## src/hdl/ssr_pkg.sv

```systemverilog
// -----------------------------------------------------------------------------
// ssr_pkg
// Shared constants and types of the steady-state replacement block.
// -----------------------------------------------------------------------------
package ssr_pkg;

  localparam int MAX_ENTRIES  = 32;
  localparam int FITNESS_BITS = 16;

  localparam int IDX_W  = $clog2(MAX_ENTRIES);
  localparam int CNT_W  = $clog2(MAX_ENTRIES + 1);
  localparam int SLOT_W = 5;
  localparam int ACT_W  = 6;
  localparam int CMD_W  = 2;
  localparam int FIT_W  = 16;

  typedef enum logic [CMD_W-1:0] {
    CMD_LOAD_POP = 2'd0,
    CMD_LOAD_OFF = 2'd1,
    CMD_RUN      = 2'd2
  } cmd_t;

  typedef enum logic {
    ST_IDLE,
    ST_SCAN
  } state_t;

  // running search result handed from cell to cell
  typedef struct packed {
    logic [FITNESS_BITS-1:0] min_fit;
    logic [IDX_W-1:0]        min_idx;
    logic [FITNESS_BITS-1:0] max_fit;
    logic [IDX_W-1:0]        max_idx;
  } scan_t;

  // store writes broadcast to every cell
  typedef struct packed {
    logic                    pop_en;
    logic [IDX_W-1:0]        pop_slot;
    logic [FITNESS_BITS-1:0] pop_data;
    logic                    off_en;
    logic [IDX_W-1:0]        off_slot;
    logic [FITNESS_BITS-1:0] off_data;
  } cell_wr_t;

endpackage

```

## src/hdl/ssr_channels.sv

```systemverilog
// -----------------------------------------------------------------------------
// ssr channels
// Valid/ready channels of the steady-state replacement block.
// -----------------------------------------------------------------------------
interface ssr_req_if;
  import ssr_pkg::*;
  logic              valid;
  logic              ready;
  logic [CMD_W-1:0]  command;
  logic [SLOT_W-1:0] slot;
  logic [FIT_W-1:0]  fitness_in;
  modport source (output valid, command, slot, fitness_in, input ready);
  modport sink (input valid, command, slot, fitness_in, output ready);
endinterface

interface ssr_res_if;
  import ssr_pkg::*;
  logic              valid;
  logic              ready;
  logic [SLOT_W-1:0] population_slot;
  logic [SLOT_W-1:0] offspring_slot;
  logic              replaced;
  logic [FIT_W-1:0]  moved_fitness;
  logic              last;
  modport source (output valid, population_slot, offspring_slot, replaced, moved_fitness,
                  last, input ready);
  modport sink (input valid, population_slot, offspring_slot, replaced, moved_fitness,
                last, output ready);
endinterface

interface ssr_cfg_if;
  import ssr_pkg::*;
  logic             valid;
  logic             ready;
  logic [ACT_W-1:0] active_count;
  modport source (output valid, active_count, input ready);
  modport sink (input valid, active_count, output ready);
endinterface

```

## src/hdl/ssr_cell.sv

```systemverilog
// -----------------------------------------------------------------------------
// ssr_cell
// One entry of both stores plus one stage of the min/max search chain.
// -----------------------------------------------------------------------------
module ssr_cell (
  input  logic                    clk,
  input  logic [ssr_pkg::IDX_W-1:0] index,
  input  logic [ssr_pkg::CNT_W-1:0] count,
  input  ssr_pkg::cell_wr_t       wr,
  input  ssr_pkg::scan_t          scan_in,
  output ssr_pkg::scan_t          scan_out
);
  import ssr_pkg::*;

  logic [FITNESS_BITS-1:0] pop;
  logic [FITNESS_BITS-1:0] off;
  scan_t                   scan_next;

  always_comb begin
    scan_next = scan_in;
    if (index == '0) begin
      // head of the chain seeds the search
      scan_next.min_fit = pop;
      scan_next.min_idx = '0;
      scan_next.max_fit = off;
      scan_next.max_idx = '0;
    end else if (CNT_W'(index) < count) begin
      // strict compares keep the first index on ties
      if (pop < scan_in.min_fit) begin
        scan_next.min_fit = pop;
        scan_next.min_idx = index;
      end
      if (off > scan_in.max_fit) begin
        scan_next.max_fit = off;
        scan_next.max_idx = index;
      end
    end
  end

  always_ff @(posedge clk) begin
    scan_out <= scan_next;
    if (wr.pop_en && wr.pop_slot == index) begin
      pop <= wr.pop_data;
    end
    if (wr.off_en && wr.off_slot == index) begin
      off <= wr.off_data;
    end
  end

endmodule

```

## src/hdl/ssr_ctrl.sv

```systemverilog
// -----------------------------------------------------------------------------
// ssr_ctrl
// Request decode, round sequencing, store write-back and result register.
// -----------------------------------------------------------------------------
module ssr_ctrl (
  input  logic                      clk,
  input  logic                      rst,
  ssr_req_if.sink                   request,
  ssr_res_if.source                 result,
  ssr_cfg_if.sink                   cfg,
  input  ssr_pkg::scan_t            tail,
  output ssr_pkg::cell_wr_t         wr,
  output logic [ssr_pkg::CNT_W-1:0] count
);
  import ssr_pkg::*;

  state_t           state, state_next;
  logic [ACT_W-1:0] active_count;
  logic [CNT_W-1:0] scan_cnt, scan_cnt_next;
  logic [CNT_W-1:0] round, round_next;
  logic             out_free;
  logic             round_end;
  logic             rep;
  logic             is_last;

  assign cfg.ready = 1'b1;

  always_comb begin
    if (32'(active_count) > MAX_ENTRIES) begin
      count = CNT_W'(MAX_ENTRIES);
    end else begin
      count = CNT_W'(active_count);
    end
  end

  assign out_free  = !result.valid || result.ready;
  // tail is settled once the chain has run its full length since the last write
  assign round_end = (state == ST_SCAN) && (scan_cnt == CNT_W'(MAX_ENTRIES)) && out_free;
  assign rep       = tail.max_fit > tail.min_fit;
  assign is_last   = (round == count - 1'b1);

  assign request.ready = (state == ST_IDLE);

  always_comb begin
    state_next    = state;
    scan_cnt_next = scan_cnt;
    round_next    = round;
    wr            = '0;
    case (state)
      ST_IDLE: begin
        if (request.valid) begin
          if (request.command == CMD_LOAD_POP || request.command == CMD_LOAD_OFF) begin
            if (CNT_W'(request.slot) < count) begin
              wr.pop_en   = (request.command == CMD_LOAD_POP);
              wr.off_en   = (request.command == CMD_LOAD_OFF);
              wr.pop_slot = IDX_W'(request.slot);
              wr.off_slot = IDX_W'(request.slot);
              wr.pop_data = FITNESS_BITS'(request.fitness_in);
              wr.off_data = FITNESS_BITS'(request.fitness_in);
            end
          end else if (request.command == CMD_RUN && count != '0) begin
            state_next    = ST_SCAN;
            scan_cnt_next = '0;
            round_next    = '0;
          end
        end
      end
      ST_SCAN: begin
        if (scan_cnt != CNT_W'(MAX_ENTRIES)) begin
          scan_cnt_next = scan_cnt + 1'b1;
        end
        if (round_end) begin
          wr.pop_en     = rep;
          wr.pop_slot   = tail.min_idx;
          wr.pop_data   = tail.max_fit;
          wr.off_en     = 1'b1;
          wr.off_slot   = tail.max_idx;
          wr.off_data   = '0;
          scan_cnt_next = '0;
          round_next    = round + 1'b1;
          if (is_last) begin
            state_next = ST_IDLE;
          end
        end
      end
      default: begin
        state_next = ST_IDLE;
      end
    endcase
  end

  always_ff @(posedge clk) begin
    if (rst) begin
      state        <= ST_IDLE;
      active_count <= ACT_W'(32);
      scan_cnt     <= '0;
      round        <= '0;
      result.valid <= 1'b0;
    end else begin
      state    <= state_next;
      scan_cnt <= scan_cnt_next;
      round    <= round_next;
      if (cfg.valid) begin
        active_count <= cfg.active_count;
      end
      if (round_end) begin
        result.valid <= 1'b1;
      end else if (result.ready) begin
        result.valid <= 1'b0;
      end
    end
  end

  always_ff @(posedge clk) begin
    if (round_end) begin
      result.population_slot <= SLOT_W'(tail.min_idx);
      result.offspring_slot  <= SLOT_W'(tail.max_idx);
      result.replaced        <= rep;
      result.moved_fitness   <= FIT_W'(tail.max_fit);
      result.last            <= is_last;
    end
  end

endmodule

```

## src/hdl/steady_state_replacement_top.sv

```systemverilog
// -----------------------------------------------------------------------------
// steady_state_replacement_top
// Steady-state replacement for one population group.
// Channels: request (command, slot, fitness_in), result (one item per round),
// cfg (active_count write, always ready).
// A load request writes one fitness entry when its slot is below the count
// and gives no result. A run request gives active_count results, at most
// MAX_ENTRIES. Each round walks the search through the chain of MAX_ENTRIES
// cells, one cell per cycle. The search chain length sets the round length;
// rounds follow one another since each round reads what the previous one
// wrote back.
// request.ready is high only while no run is in progress. The result register
// lets the next round search while a result waits; if the receiver stalls,
// the block holds at the end of the following round until the register frees.
// Reset returns to idle, drops result.valid and sets active_count to 32; the
// fitness stores are not cleared and must be loaded before a run reads them.
// -----------------------------------------------------------------------------
module steady_state_replacement_top (
  input logic       clk,
  input logic       rst,
  ssr_req_if.sink   request,
  ssr_res_if.source result,
  ssr_cfg_if.sink   cfg
);
  import ssr_pkg::*;

  scan_t            chain [MAX_ENTRIES];
  cell_wr_t         wr;
  logic [CNT_W-1:0] count;

  ssr_ctrl u_ctrl (
    .clk     (clk),
    .rst     (rst),
    .request (request),
    .result  (result),
    .cfg     (cfg),
    .tail    (chain[MAX_ENTRIES-1]),
    .wr      (wr),
    .count   (count)
  );

  for (genvar i = 0; i < MAX_ENTRIES; i++) begin : g_cell
    ssr_cell u_cell (
      .clk      (clk),
      .index    (IDX_W'(i)),
      .count    (count),
      .wr       (wr),
      .scan_in  ((i == 0) ? '0 : chain[(i == 0) ? 0 : i-1]),
      .scan_out (chain[i])
    );
  end

endmodule

```

## src/flat_wrapper.sv

```systemverilog
// flat-port wrapper written by rule: the top's interface ports become plain ports
module steady_state_replacement_top_flat import ssr_pkg::*;
  (clk, rst, request_valid, request_command, request_slot, request_fitness_in, request_ready, result_valid, result_population_slot, result_offspring_slot, result_replaced, result_moved_fitness, result_last, result_ready, cfg_valid, cfg_active_count, cfg_ready);
  ssr_req_if request_i ();
  ssr_res_if result_i ();
  ssr_cfg_if cfg_i ();
  input logic clk;
  input logic rst;
  input wire logic [$bits(request_i.valid)-1:0] request_valid;
  input wire logic [$bits(request_i.command)-1:0] request_command;
  input wire logic [$bits(request_i.slot)-1:0] request_slot;
  input wire logic [$bits(request_i.fitness_in)-1:0] request_fitness_in;
  output wire logic [$bits(request_i.ready)-1:0] request_ready;
  output wire logic [$bits(result_i.valid)-1:0] result_valid;
  output wire logic [$bits(result_i.population_slot)-1:0] result_population_slot;
  output wire logic [$bits(result_i.offspring_slot)-1:0] result_offspring_slot;
  output wire logic [$bits(result_i.replaced)-1:0] result_replaced;
  output wire logic [$bits(result_i.moved_fitness)-1:0] result_moved_fitness;
  output wire logic [$bits(result_i.last)-1:0] result_last;
  input wire logic [$bits(result_i.ready)-1:0] result_ready;
  input wire logic [$bits(cfg_i.valid)-1:0] cfg_valid;
  input wire logic [$bits(cfg_i.active_count)-1:0] cfg_active_count;
  output wire logic [$bits(cfg_i.ready)-1:0] cfg_ready;
  assign request_i.valid = request_valid;
  assign request_i.command = request_command;
  assign request_i.slot = request_slot;
  assign request_i.fitness_in = request_fitness_in;
  assign request_ready = request_i.ready;
  assign result_valid = result_i.valid;
  assign result_population_slot = result_i.population_slot;
  assign result_offspring_slot = result_i.offspring_slot;
  assign result_replaced = result_i.replaced;
  assign result_moved_fitness = result_i.moved_fitness;
  assign result_last = result_i.last;
  assign result_i.ready = result_ready;
  assign cfg_i.valid = cfg_valid;
  assign cfg_i.active_count = cfg_active_count;
  assign cfg_ready = cfg_i.ready;
  steady_state_replacement_top u_core (.clk(clk), .rst(rst), .request(request_i), .result(result_i), .cfg(cfg_i));
endmodule
```

## config.mk

```make
export PLATFORM = sky130hd
export DESIGN_NAME = steady_state_replacement_top_flat
export DESIGN_NICKNAME = d
export VERILOG_FILES = /design/src/hdl/ssr_pkg.sv /design/src/hdl/ssr_channels.sv /design/src/hdl/ssr_cell.sv /design/src/hdl/ssr_ctrl.sv /design/src/hdl/steady_state_replacement_top.sv /design/src/flat_wrapper.sv
export SDC_FILE = /design/constraint.sdc
export NUM_CORES = 2
export LEC_CHECK = 0
export BUFFER_PORTS_ARGS = -buffer_cell sky130_fd_sc_hd__buf_2
export CAP_MARGIN = 5
export CORE_ASPECT_RATIO = 0.9
export CORE_UTILIZATION = 50
export CTS_CLUSTER_DIAMETER = 100
export DETAILED_ROUTE_END_ITERATION = 6
export PLACE_DENSITY = 0.72
export SETUP_SLACK_MARGIN = 0.2
export SLEW_MARGIN = 20
export SYNTH_ARGS = -nofsm -noshare
export SYNTH_HDL_FRONTEND = slang
export SYNTH_HIERARCHICAL = 1
export SYNTH_SLANG_ARGS = --single-unit
```

## constraint.sdc

```tcl
create_clock -name clk -period 10.32 [get_ports clk]
set_input_delay 0 -clock clk [delete_from_list [all_inputs] [get_ports clk]]
set_output_delay 0 -clock clk [all_outputs]
set_load 0.05 [all_outputs]
```

==> report_table.html <==
<table>
<tr><th>Metric</th><th>Value</th></tr>
<tr><th colspan="2">Status</th></tr>
<tr><td>Status</td><td>finished clean</td></tr>
<tr><th colspan="2">Timing</th></tr>
<tr><td>Least-Margin Pin Slew</td><td>between 1 and 1.5 ns</td></tr>
<tr><td>Setup repair after global routing missed its margin</td><td>no</td></tr>
<tr><td>Final Hold Slack</td><td>0.0766 ns</td></tr>
<tr><td>Final period util</td><td>0.440</td></tr>
<tr><td>Minimum clock period after layout</td><td>4.54 ns</td></tr>
<tr><td>Tightest slew margin relative to the limit</td><td>0.187</td></tr>
<tr><td>Slew Viols, Final</td><td>0</td></tr>
<tr><td>Worst Skew</td><td>0.0535 ns</td></tr>
<tr><td>Final total negative setup slack</td><td>0 ns</td></tr>
<tr><td>Max Clk Rate</td><td>220 MHz</td></tr>
<tr><td>Setup violation total in the final timing report</td><td>0</td></tr>
<tr><td>Endpoints failing hold</td><td>0</td></tr>
<tr><th colspan="2">Drt</th></tr>
<tr><td>Routed length per instance</td><td>18.3 um</td></tr>
<tr><td>Residual antenna-violating net count after detailed routing</td><td>0</td></tr>
<tr><td>DRC violation count after routing</td><td>0</td></tr>
<tr><td>DR vias/cell</td><td>5.12</td></tr>
<tr><td>TritonRoute pass-1 iters</td><td>6</td></tr>
<tr><td>Number of vias in the routed layout</td><td>about 70k</td></tr>
<tr><td>Routed Wire Length</td><td>249000 um</td></tr>
<tr><td>Iter 0 DRT Violations</td><td>4413</td></tr>
<tr><th colspan="2">Finish</th></tr>
<tr><td>Most frequent standard cell in the layout excluding fill and tap cells</td><td>sky130_fd_sc_hd__dfxtp_1</td></tr>
<tr><td>Commonest cells after routing, fill and taps aside</td><td>sky130_fd_sc_hd__dfxtp_1, sky130_fd_sc_hd__inv_1, sky130_fd_sc_hd__ha_1</td></tr>
<tr><td>Post-synthesis to final-layout area growth</td><td>13.2%</td></tr>
<tr><td>Proportion of layout cells with a drive suffix above 1</td><td>0.166</td></tr>
<tr><td>Net count, final</td><td>~12k</td></tr>
<tr><td>Number of inserted filler cells in the final layout</td><td>18.0k</td></tr>
<tr><th colspan="2">Critical path</th></tr>
<tr><td>List of cells traversed by the critical path</td><td>nand2b_1 -&gt; inv_1 -&gt; buf_4 -&gt; inv_1 -&gt; ha_1 -&gt; a21oi_1 -&gt; o21ai_0 -&gt; a41oi_1 -&gt; o211ai_1 -&gt; nand2_1 -&gt; mux2_2</td></tr>
<tr><td>Class of the most critical setup path</td><td>flop to flop</td></tr>
<tr><td>Worst Path Arrival</td><td>5.29 ns</td></tr>
<tr><td>Biggest cell delay along the critical path</td><td>between 0.9 and 1 ns</td></tr>
<tr><td>Sort of element at the end of the critical path</td><td>flop</td></tr>
<tr><td>Startpoint kind of the worst setup timing path</td><td>flop</td></tr>
<tr><td>Cell count of the worst reg-to-reg path</td><td>11</td></tr>
<tr><td>Crit path required time</td><td>11.06 ns</td></tr>
<tr><td>Critical Path Fanout Max</td><td>34</td></tr>
<tr><td>Worst-path cell with the longest stage delay</td><td>sky130_fd_sc_hd__a41oi_1</td></tr>
<tr><td>Crit path top cell by count</td><td>sky130_fd_sc_hd__inv_1</td></tr>
<tr><th colspan="2">Pwr</th></tr>
<tr><td>Areal power density over the cells</td><td>between 200 and 250 mW/mm^2</td></tr>
<tr><td>Max rail drop VDD</td><td>0.170 mV</td></tr>
<tr><td>Total power</td><td>0.0289 W</td></tr>
<tr><td>Reported leakage power</td><td>57.7 nW</td></tr>
<tr><th colspan="2">Logic synthesis</th></tr>
<tr><td>Synthesized instance count</td><td>9316</td></tr>
<tr><td>Number of synthesized register bits</td><td>2416</td></tr>
<tr><td>Ys Warns</td><td>6</td></tr>
<tr><td>Proportion of synthesized chip area in sequential cells</td><td>0.519</td></tr>
<tr><td>Synthesized area divided by synthesized cell count</td><td>12.2 sq um</td></tr>
<tr><td>Cell type with the highest aggregate area in the netlist</td><td>sky130_fd_sc_hd__edfxtp_1</td></tr>
<tr><td>Primary FF master, synth</td><td>sky130_fd_sc_hd__dfxtp_1</td></tr>
<tr><td>Synth Cell Area</td><td>0.113 sq mm</td></tr>
<tr><td>Number of enable-type register cells in the synthesized netlist</td><td>1052</td></tr>
<tr><td>Asr flop ratio synth</td><td>0</td></tr>
<tr><td>Synth top area cells</td><td>sky130_fd_sc_hd__edfxtp_1, sky130_fd_sc_hd__dfxtp_1, sky130_fd_sc_hd__ha_1</td></tr>
<tr><td>Synth top area share</td><td>0.278</td></tr>
<tr><td>Number of distinct standard cells referenced by the synthesized netlist</td><td>73</td></tr>
<tr><th colspan="2">Global routing</th></tr>
<tr><td>Number of antenna violations at the first check in global routing</td><td>24</td></tr>
<tr><td>Largest net degree at the start of global routing</td><td>between 60 and 70</td></tr>
<tr><td>Global-route wire length before repair</td><td>388000 um</td></tr>
<tr><td>Final global-route overflow total</td><td>0</td></tr>
<tr><td>Number of global-route vias before repair</td><td>approximately 72k</td></tr>
<tr><td>Global-route usage over all layers</td><td>0.215</td></tr>
<tr><th colspan="2">Clock network</th></tr>
<tr><td>Post-CTS Setup Inserts</td><td>0</td></tr>
<tr><td>Worst-skew pair later-pin latency</td><td>0.87 ns</td></tr>
<tr><td>Clock slew at the register clock pins of the worst setup and hold paths</td><td>0.06 ns</td></tr>
<tr><td>CTS tree</td><td>built</td></tr>
<tr><td>H-tree lvl count</td><td>4</td></tr>
<tr><td>Number of sinks handled by clock tree synthesis</td><td>approximately 2.4k</td></tr>
<tr><td>Number of CTS-inserted buffers</td><td>231</td></tr>
<tr><td>Clock tree buffer depth</td><td>3</td></tr>
<tr><td>Post-cts hold buffer count</td><td>47</td></tr>
<tr><td>Number of gates resized after cts</td><td>0</td></tr>
<tr><td>Clk root buf</td><td>sky130_fd_sc_hd__clkbuf_16</td></tr>
<tr><th colspan="2">Place</th></tr>
<tr><td>Buffers added on ports</td><td>63</td></tr>
<tr><td>Dpl hpwl</td><td>177000 um</td></tr>
<tr><td>Routability Congestion</td><td>just under 0.9</td></tr>
<tr><th colspan="2">Floorplan</th></tr>
<tr><td>Row count</td><td>roughly 170</td></tr>
<tr><td>Die Wd</td><td>504 um</td></tr>
<tr><td>Floorplan die area</td><td>between 0.2 and 0.25 sq mm</td></tr>
<tr><td>Starting density of the core</td><td>0.504</td></tr>
<tr><td>Placeable Area</td><td>around 0.23 sq mm</td></tr>
<tr><td>IO Pins</td><td>65</td></tr>
<tr><td>DIE HEIGHT</td><td>454 um</td></tr>
<tr><th colspan="2">Hold path</th></tr>
<tr><td>Min-delay worst type</td><td>input port to flop</td></tr>
<tr><td>Instance count along the most critical hold path</td><td>3</td></tr>
<tr><th colspan="2">Job</th></tr>
<tr><td>MaxCap Viol Count</td><td>0</td></tr>
</table>
==> cell usage after synthesis (177+ instances only) <==
master,instances
sky130_fd_sc_hd__a21oi_1,419
sky130_fd_sc_hd__dfxtp_1,1364
sky130_fd_sc_hd__edfxtp_1,1052
sky130_fd_sc_hd__ha_1,1145
sky130_fd_sc_hd__inv_1,1324
sky130_fd_sc_hd__mux2_2,704
sky130_fd_sc_hd__mux2_4,350
sky130_fd_sc_hd__nand2_1,576
sky130_fd_sc_hd__nand3_1,208
sky130_fd_sc_hd__nor2b_1,177
sky130_fd_sc_hd__o21ai_0,342
sky130_fd_sc_hd__xor2_1,267
==> state kept, by name (all words and copies together), names as in the netlist, 5 cells and up <==
name,count
u_core/g_cell.u_cell/scan_out,1344
u_core/g_cell.u_cell/off,512
u_core/g_cell.u_cell/pop,512
u_core/u_ctrl/result.moved_fitness,16
u_core/u_ctrl/active_count,6
u_core/u_ctrl/round,6
u_core/u_ctrl/scan_cnt,6
u_core/u_ctrl/result.offspring_slot,5
u_core/u_ctrl/result.population_slot,5
==> path summary, 6_finish.rpt <==
check / startpoint / end / slack [ns]
max reg2reg: u_core/u_ctrl/active_count[5] / u_core/g_cell[26].u_cell/scan_out[26] / 5.78
min: request_fitness_in[13] / u_core/g_cell[31].u_cell/off[13] / 0.08
min reg2reg: u_core/g_cell[4].u_cell/scan_out[22] / u_core/g_cell[5].u_cell/scan_out[22] / 0.43
max: u_core/u_ctrl/active_count[5] / u_core/g_cell[26].u_cell/scan_out[26] / 5.78
==> final cells by class <==
type / count / area, sq um / area share
multi-input combinational: 6251 / 51800 / 0.403
sequential: 2416 / 58900 / 0.458
antenna: 16 / 40.0 / 0.000312
clock buffer: 328 / 6750 / 0.0526
timing repair buffer: 164 / 1190 / 0.00927
inverter: 1324 / 4970 / 0.0387
tap: 3006 / 3760 / 0.0293
clock inverter: 116 / 1090 / 0.00852
==> stage by stage <==
step | std cells | util | worst slack (ns) | area (sq um)
finish | 13621 | 0.571 | 5.78 | 128000
global route | 13610 | 0.571 | 5.55 | 128000
CTS | 13605 | 0.571 | 5.85 | 128000
detailed placement | 13114 | 0.534 | 5.86 | 120000
global placement | 13114 | 0.534 | 5.95 | 120000
floorplan | 10133 | - | 6.02 | 117000
==> logic make-up after synthesis <==
logic type / after synthesis / synth area share
AO/OA/AOI/OAI: 1110 / 0.0637
XOR/XNOR: 335 / 0.0259
adder cells (fa/ha/maj): 1145 / 0.126
buffers and inverters: 1466 / 0.0519
flip-flops: 2416 / 0.519
multiplexers: 1207 / 0.130
other: 3 / 0.0000993
AND/OR/NAND/NOR: 1634 / 0.0833
==> worst max-delay path, delay by kind of cell (launching register included) <==
family                   cells  cell delay [ns]
AND/OR/NAND/NOR              2             0.89
buffers and inverters        3             0.57
AO/OA/AOI/OAI                4             1.75
adder cells (fa/ha/maj)      1             0.32
multiplexers                 1             0.41
flip-flops                   1             0.44
==> routing by layer <==
layer / wire length, um / vias to the layer above / track usage
li1: - / 34127 / -
met1: 114000 / 33669 / 0.291
met2: 112000 / 1463 / 0.346
met3: 16000 / 406 / 0.0436
met4: 6360 / 8 / 0.0678
met5: 45 / - / 0
==> power breakdown <==
group	internal [W]	switching [W]	leakage (nW)
registers	0.0118	0.00104	21.9
logic	0.00357	0.00388	31.9
clock network	0.00492	0.00366	3.84
total	0.0203	0.00858	57.7
No activity file was read; power rests on OpenSTA's default activity.
